[config.mk]
export PLATFORM = sky130hd
export DESIGN_NAME = playfair_cipher_engine_top
export DESIGN_NICKNAME = d
export VERILOG_FILES = /design/src/rtl/pfc_pkg.sv /design/src/rtl/playfair_cipher_engine_top.sv
export SDC_FILE = /design/constraint.sdc
export NUM_CORES = 1
export LEC_CHECK = 0
export CAP_MARGIN = 20
export CORE_UTILIZATION = 59
export CTS_CLUSTER_SIZE = 12
export DETAILED_ROUTE_END_ITERATION = 7
export DONT_BUFFER_PORTS = 1
export PLACE_DENSITY = 0.75
export SYNTH_ARGS = -nofsm -noshare
export SYNTH_HDL_FRONTEND = slang
export SYNTH_SLANG_ARGS = --single-unit
[constraint.sdc]
create_clock -name clk -period 6.09 [get_ports clk]
set_input_delay 1.218 -clock clk [delete_from_list [all_inputs] [get_ports clk]]
set_output_delay 1.218 -clock clk [all_outputs]
set_load 0.005 [all_outputs]
[src/rtl/pfc_pkg.sv]
// pfc_pkg: shared constants, state type and square arithmetic helpers
// for the playfair cipher engine; no dependencies
`timescale 1ns / 1ps

package pfc_pkg;

  localparam int unsigned SIDE           = 5;
  localparam int unsigned SQUARE_LETTERS = SIDE * SIDE;
  localparam int unsigned ALPHA          = 26;
  localparam int unsigned POS_W          = $clog2(SQUARE_LETTERS);
  localparam int unsigned LET_W          = $clog2(ALPHA);
  localparam int unsigned RC_W           = $clog2(SIDE);
  localparam int unsigned MAX_PAIRS      = 3;
  localparam int unsigned PIDX_W         = $clog2(MAX_PAIRS);

  localparam logic [7:0] CH_A     = 8'h61;
  localparam logic [7:0] CH_Z     = 8'h7a;
  localparam logic [7:0] CH_X     = 8'h78;
  localparam logic [7:0] CH_SPACE = 8'h20;
  localparam logic [LET_W-1:0] IDX_J = LET_W'(9);

  localparam logic DIR_ENC = 1'b0;
  localparam logic DIR_DEC = 1'b1;
  localparam logic MODE_KEY = 1'b0;
  localparam logic MODE_MSG = 1'b1;

  typedef enum logic [5:0] {
    S_IDLE  = 6'b000001,
    S_SWEEP = 6'b000010,
    S_LOOK  = 6'b000100,
    S_SQ    = 6'b001000,
    S_EMIT0 = 6'b010000,
    S_EMIT1 = 6'b100000
  } pfc_state_t;

  // row of a square position, by range compare
  function automatic logic [RC_W-1:0] row_of(input logic [POS_W-1:0] pos);
    logic [RC_W-1:0] r;
    r = '0;
    for (int k = 1; k < SIDE; k++) begin
      if (pos >= POS_W'(k * SIDE)) r = RC_W'(k);
    end
    return r;
  endfunction

  // column of a square position given its row
  function automatic logic [RC_W-1:0] col_of(input logic [POS_W-1:0] pos,
                                            input logic [RC_W-1:0] row);
    logic [POS_W-1:0] base;
    base = POS_W'(row) * POS_W'(SIDE);
    return RC_W'(pos - base);
  endfunction

  // cyclic step along a row or column
  function automatic logic [RC_W-1:0] shift_rc(input logic [RC_W-1:0] p,
                                              input logic dir);
    logic [RC_W-1:0] q;
    if (dir == DIR_DEC) q = (p == '0) ? RC_W'(SIDE - 1) : p - RC_W'(1);
    else                q = (p == RC_W'(SIDE - 1)) ? '0 : p + RC_W'(1);
    return q;
  endfunction

  function automatic logic [POS_W-1:0] pos_of(input logic [RC_W-1:0] r,
                                             input logic [RC_W-1:0] c);
    return POS_W'(r) * POS_W'(SIDE) + POS_W'(c);
  endfunction

endpackage

[src/rtl/playfair_cipher_engine_top.sv]
// playfair_cipher_engine_top: playfair engine with key square and letter
// position tables in synchronous memories; depends on pfc_pkg
// a message item runs per digraph through a position read (S_LOOK), a square
//   read (S_SQ) and two emits (S_EMIT0, S_EMIT1) that wait for a free output
//   register, up to 3 digraphs per item; no new item is taken until it is done;
//   a last key item is followed by the alphabet fill sweep over the letter counter
// reset: synchronous active-low rst_n clears control state, square contents
//   stay undefined until a key is written
`timescale 1ns / 1ps

module playfair_cipher_engine_top (
  input  logic       clk,
  input  logic       rst_n,
  input  logic       cfg_wr_en,
  input  logic       cfg_wr_data,
  input  logic       in_valid,
  output logic       in_ready,
  input  logic       in_mode,
  input  logic [7:0] in_char,
  input  logic       in_last_in,
  output logic       out_valid,
  input  logic       out_ready,
  output logic [7:0] out_char,
  output logic       out_last_out
);
  import pfc_pkg::*;

  // memories: one write port, two registered read ports each
  logic [LET_W-1:0] key_square  [SQUARE_LETTERS];
  logic [POS_W-1:0] letter_place[ALPHA];

  pfc_state_t       state_r, state_nxt;
  logic             dir_r;
  logic [ALPHA-1:0] used_r, used_nxt;
  logic [POS_W-1:0] fill_r, fill_nxt;
  logic             key_open_r, key_open_nxt;
  logic             held_v_r, held_v_nxt;
  logic [7:0]       held_c_r, held_c_nxt;
  logic             odd_r, odd_nxt;
  logic [LET_W-1:0] sweep_r, sweep_nxt;

  logic [7:0]        pa_r [MAX_PAIRS];
  logic [7:0]        pb_r [MAX_PAIRS];
  logic [7:0]        pa_nxt [MAX_PAIRS];
  logic [7:0]        pb_nxt [MAX_PAIRS];
  logic [PIDX_W:0]   pcnt_r, pcnt_nxt;
  logic [PIDX_W-1:0] pidx_r, pidx_nxt;
  logic              item_last_r, item_last_nxt;

  logic             va_r, vb_r;
  logic [POS_W-1:0] lp_d0, lp_d1;
  logic [LET_W-1:0] ks_d0, ks_d1;

  logic             ov_r, ov_nxt;
  logic [7:0]       oc_r, oc_nxt;
  logic             ol_r, ol_nxt;

  logic in_xfer, out_free;
  assign in_ready = (state_r == S_IDLE);
  assign in_xfer  = in_valid && in_ready;
  assign out_free = !ov_r || out_ready;

  // letter placement shared by key items and the fill sweep
  logic             pl_try, pl_en;
  logic [LET_W-1:0] pl_idx;
  logic [ALPHA-1:0] used_base;
  logic [POS_W-1:0] fill_base;
  logic             key_letter;

  always_comb begin
    used_base  = (in_xfer && key_open_r) ? '0 : used_r;
    fill_base  = (in_xfer && key_open_r) ? '0 : fill_r;
    key_letter = (in_char >= CH_A) && (in_char <= CH_Z);
    if (state_r == S_SWEEP) begin
      pl_try = 1'b1;
      pl_idx = sweep_r;
    end else begin
      pl_try = in_xfer && (in_mode == MODE_KEY) && key_letter;
      pl_idx = LET_W'(in_char - CH_A);
    end
    pl_en = pl_try && (pl_idx != IDX_J) && !used_base[pl_idx] &&
            (fill_base < POS_W'(SQUARE_LETTERS));
  end

  always_ff @(posedge clk) begin
    if (pl_en) begin
      key_square[fill_base] <= pl_idx;
      letter_place[pl_idx]  <= fill_base;
    end
  end

  // pair lookup addresses
  logic             la_ok, lb_ok;
  logic [LET_W-1:0] la_idx, lb_idx;
  always_comb begin
    la_idx = LET_W'(pa_r[pidx_r] - CH_A);
    lb_idx = LET_W'(pb_r[pidx_r] - CH_A);
    la_ok  = (pa_r[pidx_r] >= CH_A) && (pa_r[pidx_r] <= CH_Z) &&
             (la_idx != IDX_J) && used_r[la_idx];
    lb_ok  = (pb_r[pidx_r] >= CH_A) && (pb_r[pidx_r] <= CH_Z) &&
             (lb_idx != IDX_J) && used_r[lb_idx];
  end

  // letter position read, only when looking up a pair
  always_ff @(posedge clk) begin
    if (state_r == S_LOOK) begin
      lp_d0 <= letter_place[la_ok ? la_idx : '0];
      lp_d1 <= letter_place[lb_ok ? lb_idx : '0];
      va_r  <= la_ok;
      vb_r  <= lb_ok;
    end
  end

  // digraph rule on positions
  logic [POS_W-1:0] pos_a, pos_b, q0, q1;
  logic [RC_W-1:0]  r1, c1, r2, c2;
  always_comb begin
    pos_a = (va_r && lp_d0 < POS_W'(SQUARE_LETTERS)) ? lp_d0 : '0;
    pos_b = (vb_r && lp_d1 < POS_W'(SQUARE_LETTERS)) ? lp_d1 : '0;
    r1 = row_of(pos_a);
    c1 = col_of(pos_a, r1);
    r2 = row_of(pos_b);
    c2 = col_of(pos_b, r2);
    if (r1 == r2) begin
      q0 = pos_of(r1, shift_rc(c1, dir_r));
      q1 = pos_of(r2, shift_rc(c2, dir_r));
    end else if (c1 == c2) begin
      q0 = pos_of(shift_rc(r1, dir_r), c1);
      q1 = pos_of(shift_rc(r2, dir_r), c2);
    end else begin
      q0 = pos_of(r1, c2);
      q1 = pos_of(r2, c1);
    end
  end

  // square read, held until the next pair
  always_ff @(posedge clk) begin
    if (state_r == S_SQ) begin
      ks_d0 <= key_square[q0];
      ks_d1 <= key_square[q1];
    end
  end

  // pair formation on a message transfer
  always_comb begin
    logic       hv, od;
    logic [7:0] hc;
    logic [PIDX_W:0] n;
    hv = held_v_r;
    hc = held_c_r;
    od = odd_r;
    n  = '0;
    for (int k = 0; k < MAX_PAIRS; k++) begin
      pa_nxt[k] = pa_r[k];
      pb_nxt[k] = pb_r[k];
    end
    if (in_char != CH_SPACE) begin
      od = !od;
      if (!hv) begin
        hc = in_char;
        hv = 1'b1;
      end else if (hc == in_char) begin
        pa_nxt[n[PIDX_W-1:0]] = hc;
        pb_nxt[n[PIDX_W-1:0]] = CH_X;
        n = n + 1'b1;
      end else begin
        pa_nxt[n[PIDX_W-1:0]] = hc;
        pb_nxt[n[PIDX_W-1:0]] = in_char;
        n  = n + 1'b1;
        hv = 1'b0;
      end
    end
    if (in_last_in) begin
      if (od) begin
        if (!hv) begin
          hc = CH_X;
          hv = 1'b1;
        end else if (hc == CH_X) begin
          pa_nxt[n[PIDX_W-1:0]] = hc;
          pb_nxt[n[PIDX_W-1:0]] = CH_X;
          n = n + 1'b1;
        end else begin
          pa_nxt[n[PIDX_W-1:0]] = hc;
          pb_nxt[n[PIDX_W-1:0]] = CH_X;
          n  = n + 1'b1;
          hv = 1'b0;
        end
      end
      if (hv) begin
        pa_nxt[n[PIDX_W-1:0]] = hc;
        pb_nxt[n[PIDX_W-1:0]] = CH_X;
        n  = n + 1'b1;
        hv = 1'b0;
      end
      hc = '0;
      od = 1'b0;
    end
    pcnt_nxt   = n;
    held_v_nxt = hv;
    held_c_nxt = hc;
    odd_nxt    = od;
  end

  // sequencer
  logic [PIDX_W:0] pidx_inc;
  always_comb begin
    state_nxt     = state_r;
    used_nxt      = used_r;
    fill_nxt      = fill_r;
    key_open_nxt  = key_open_r;
    sweep_nxt     = sweep_r;
    pidx_nxt      = pidx_r;
    item_last_nxt = item_last_r;
    ov_nxt        = ov_r && !out_ready;
    oc_nxt        = oc_r;
    ol_nxt        = ol_r;
    pidx_inc      = {1'b0, pidx_r} + 1'b1;
    if (pl_en) begin
      used_nxt = used_base | (ALPHA'(1) << pl_idx);
      fill_nxt = fill_base + 1'b1;
    end else if (in_xfer && in_mode == MODE_KEY) begin
      used_nxt = used_base;
      fill_nxt = fill_base;
    end
    unique case (state_r)
      S_IDLE: begin
        if (in_xfer && in_mode == MODE_KEY) begin
          key_open_nxt = in_last_in;
          if (in_last_in) begin
            sweep_nxt = '0;
            state_nxt = S_SWEEP;
          end
        end else if (in_xfer) begin
          item_last_nxt = in_last_in;
          pidx_nxt      = '0;
          if (pcnt_nxt != '0) state_nxt = S_LOOK;
        end
      end
      S_SWEEP: begin
        sweep_nxt = sweep_r + 1'b1;
        if (sweep_r == LET_W'(ALPHA - 1)) state_nxt = S_IDLE;
      end
      S_LOOK: state_nxt = S_SQ;
      S_SQ:   state_nxt = S_EMIT0;
      S_EMIT0: begin
        if (out_free) begin
          ov_nxt    = 1'b1;
          oc_nxt    = CH_A + 8'(ks_d0);
          ol_nxt    = 1'b0;
          state_nxt = S_EMIT1;
        end
      end
      S_EMIT1: begin
        if (out_free) begin
          ov_nxt = 1'b1;
          oc_nxt = CH_A + 8'(ks_d1);
          ol_nxt = item_last_r && (pidx_inc == pcnt_r);
          if (pidx_inc == pcnt_r) begin
            state_nxt = S_IDLE;
          end else begin
            pidx_nxt  = pidx_inc[PIDX_W-1:0];
            state_nxt = S_LOOK;
          end
        end
      end
      default: state_nxt = S_IDLE;
    endcase
  end

  // control registers
  always_ff @(posedge clk) begin
    if (!rst_n) begin
      state_r    <= S_IDLE;
      dir_r      <= DIR_ENC;
      used_r     <= '0;
      fill_r     <= '0;
      key_open_r <= 1'b1;
      held_v_r   <= 1'b0;
      held_c_r   <= '0;
      odd_r      <= 1'b0;
      ov_r       <= 1'b0;
    end else begin
      state_r    <= state_nxt;
      used_r     <= used_nxt;
      fill_r     <= fill_nxt;
      key_open_r <= key_open_nxt;
      ov_r       <= ov_nxt;
      if (cfg_wr_en) dir_r <= cfg_wr_data;
      if (in_xfer && in_mode == MODE_MSG) begin
        held_v_r <= held_v_nxt;
        held_c_r <= held_c_nxt;
        odd_r    <= odd_nxt;
      end
    end
  end

  // payload registers
  always_ff @(posedge clk) begin
    sweep_r     <= sweep_nxt;
    pidx_r      <= pidx_nxt;
    item_last_r <= item_last_nxt;
    oc_r        <= oc_nxt;
    ol_r        <= ol_nxt;
    if (in_xfer && in_mode == MODE_MSG) begin
      pcnt_r <= pcnt_nxt;
      for (int k = 0; k < MAX_PAIRS; k++) begin
        pa_r[k] <= pa_nxt[k];
        pb_r[k] <= pb_nxt[k];
      end
    end
  end

  assign out_valid    = ov_r;
  assign out_char     = oc_r;
  assign out_last_out = ol_r;

endmodule

==> out/metrics.yaml <==
fin_crit_ns: 5.80
synth_cells: 2146
hold_viol: 0
die-width_um: 199
cts_root_buf: "clkbuf_16"
yosysMostFrequentCell: "edfxtp_1"
ys_ff_latch: 397
routed_wirelength_mm: 65.0
port_buffers: 0
clkTransAtPathRegs_ns: 0.06
cap_violations: 0
layout.nets: 2228
ios: 27
clk_latency_ns: 0.59
final_antenna_net_count: 0
timing.setup.tns_ns: 0
cts_tree: "done"
ir_worst_vdd_mv: 0.393
ys_types: 92
worst_pin_slew_ns: 1.12
power_density_mw_per_mm2: 386
synth-async-reset-ratio: 0
synth_xor_area_frac: 0.0220
synth-edff-count: 345
yosys-top-cells-area: "edfxtp_1 (45%), mux2i_1 (5.7%), nand2_1 (4.6%)"
drtPass1Iterations: 6
relSlewSlack: 0.245
core.rowCount: 71
synthAdderAreaFrac: 0.0433
holdBufCountCts: 0
clk_path_buf_depth: 3
vias_per_cell: 6.67
path_class: "reg -> reg"
dp_hpwl_mm: 45.7
status: "completed"
cp-end-kind: "register"
syn_area_per_cell_um2: 10.7
chipHeight_um: 199
start_util: 0.605
grt.total_usage: 0.335
setup_violations: 0
globalplace.congestion: 0.975
rsz0062_at_grt: "false"
synth_top_area_share: 0.450
synth_top_family_by_area: "simple AND/OR/NAND/NOR gates"
vias: 17898
wl_per_cell_um: 24.2
design.core.area_mm2: 0.0380
cts_inserted_buffers: 43
grt-ovfl-total: 0
synth_top_area_cell: "edfxtp_1"
cp.required_ns: 6.54
hold_path.class: "reg -> reg"
dieArea_mm2: 0.0398
drc: 0
critPathArrivalTime_ns: 6.26
areaGrowthSynthToFinish_pct: 8.45
synth_common_cells: "edfxtp_1 (345), nand2_1 (280), nor2_1 (141)"
p_leak_nw: 9.36
grt_pass1_wl_mm: 101
htree_levels: 2
skew_ns: 0.0271
synth-simple-area-share: 0.155
cts.sinks: 397
total_power_mw: 9.63
fmax_mhz: 172
initialDrtViolationCount: 2206
path_max_fanout: 10
drv_slew: 0
drive_gt1_frac: 0.107
synthFlopType: "edfxtp_1"
synthesis.area_mm2: 0.0230
ys_seq_area_frac: 0.496
grt_pass1_vias: 17506
grt_max_degree: 50
antenna_found_initial: 1
synth-compound-area-share: 0.139
cp-start-kind: "register"
synth.area.mux_share: 0.111
finalCritPeriodShare: 0.953
ys_warn_count: 0
layer usage:
| metal | share of wire | global-route usage | wire length [um] |
|---|---|---|---|
| met3 | 0.10 | 0.0736 | 6570 |
| met1 | 0.39 | 0.438 | 25000 |
| met4 | 0.037 | 0.132 | 2390 |
| met2 | 0.48 | 0.544 | 31000 |
| met5 | 0 | 0 | 0 |
cell usage in the layout, fill, tap and decap left out, drive strengths merged, types with 9 or more instances in the layout:
| master | instances |
|---|---|
| a211oi | 28 |
| a21o | 10 |
| a21oi | 138 |
| a221oi | 15 |
| a22oi | 14 |
| a31oi | 23 |
| a32oi | 9 |
| and2 | 47 |
| and3 | 17 |
| buf | 59 |
| clkbuf | 65 |
| clkinv | 12 |
| dfxtp | 52 |
| edfxtp | 345 |
| ha | 66 |
| inv | 73 |
| mux2 | 33 |
| mux2i | 131 |
| mux4 | 38 |
| nand2 | 280 |
| nand2b | 30 |
| nand3 | 57 |
| nand4 | 15 |
| nor2 | 142 |
| nor2b | 45 |
| nor3 | 54 |
| o211ai | 23 |
| o21a | 20 |
| o21ai | 92 |
| o221ai | 14 |
| o22ai | 10 |
| o31ai | 12 |
| o32ai | 14 |
| or2 | 10 |
| or3 | 15 |
| xnor2 | 34 |
| xor2 | 20 |
path summary, 6_finish.rpt:
check                          startpoint                 endpoint  slack, ns  cells past startpoint
setup / recovery       lp_d1[2]$_DFFE_PP_       ks_d1[3]$_DFFE_PP_       0.29                     19
hold / removal    key_open_r$_SDFFE_PN1P_  key_open_r$_SDFFE_PN1P_       0.47                      2
setup reg to reg       lp_d1[2]$_DFFE_PP_       ks_d1[3]$_DFFE_PP_       0.29                     19
hold reg to reg   key_open_r$_SDFFE_PN1P_  key_open_r$_SDFFE_PN1P_       0.47                      2
power breakdown:
group	total, mW	switching, mW	internal, mW
registers	3.15	0.0720	3.08
clock network	2.44	1.08	1.37
logic	4.03	2.60	1.43
total	9.63	3.75	5.88
metrics by stage:
stage	utilization	cell area (um2)	hold slack (ns)	setup slack (ns)	instances
after floorplan	-	23000	0.440	0.641	2150
after global placement	0.620	23600	0.449	0.478	2598
after detailed placement	0.621	23600	0.452	0.201	2600
after CTS	0.655	24900	0.469	0.144	2679
after global routing	0.656	24900	0.490	0.0189	2683
final	0.656	25000	0.470	0.286	2684
flip-flops by register name, summed over array words and instances, names as in the netlist, 2 cells and up, named ones only:
| signal | count |
|---|---|
| sweep_r | 5 |
| lp_d0 | 5 |
| pb_r | 24 |
| pcnt_r | 3 |
| used_r | 26 |
| ks_d1 | 5 |
| fill_r | 5 |
| out_char | 8 |
| key_square | 125 |
| pa_r | 16 |
| pidx_r | 2 |
| state_r | 6 |
| lp_d1 | 5 |
| letter_place | 130 |
| held_c_r | 8 |
| ks_d0 | 5 |
area by class of cell:
class | instances | area (um2)
Sequential cell | 397 | 11400
Clock buffer | 64 | 1200
Fill cell | 2944 | 13100
Multi-Input combinational cell | 1565 | 10900
Clock inverter | 15 | 97.6
Timing Repair Buffer | 60 | 472
Tap cell | 511 | 639
Inverter | 71 | 267
Antenna cell | 1 | 2.50
cells by family after synthesis:
kind of cell | Yosys count
adders and majority gates | 75
muxes | 202
DFF | 397
and+or+nand+nor | 747
xor gates and xnor gates | 54
AOI/OAI and AO/OA | 482
other | 1
buffers and inverters | 188
worst max-delay path, stage by stage (launching register included):
cell and delay [ns]:
edfxtp_1 0.49, or4b_4 0.57, a211oi_4 0.25, a211oi_2 0.12, ha_1 0.24, fa_1 0.41
xor2_2 0.22, xnor2_4 0.29, inv_1 0.15, mux2i_1 0.16, a21oi_1 0.12, fa_1 0.48
a21oi_1 0.15, or4b_2 0.59, a31oi_1 0.17, mux2_2 0.28, and2_1 0.18, nand2_1 0.16
a211oi_1 0.46, or4_1 0.19
what timing repair did:
item / in CTS / in global routing
buffers inserted: 0 / 1
resized for setup: 0 / 5
endpoints found under the setup margin: 0 / 6
(Power assumes the default switching activity.)
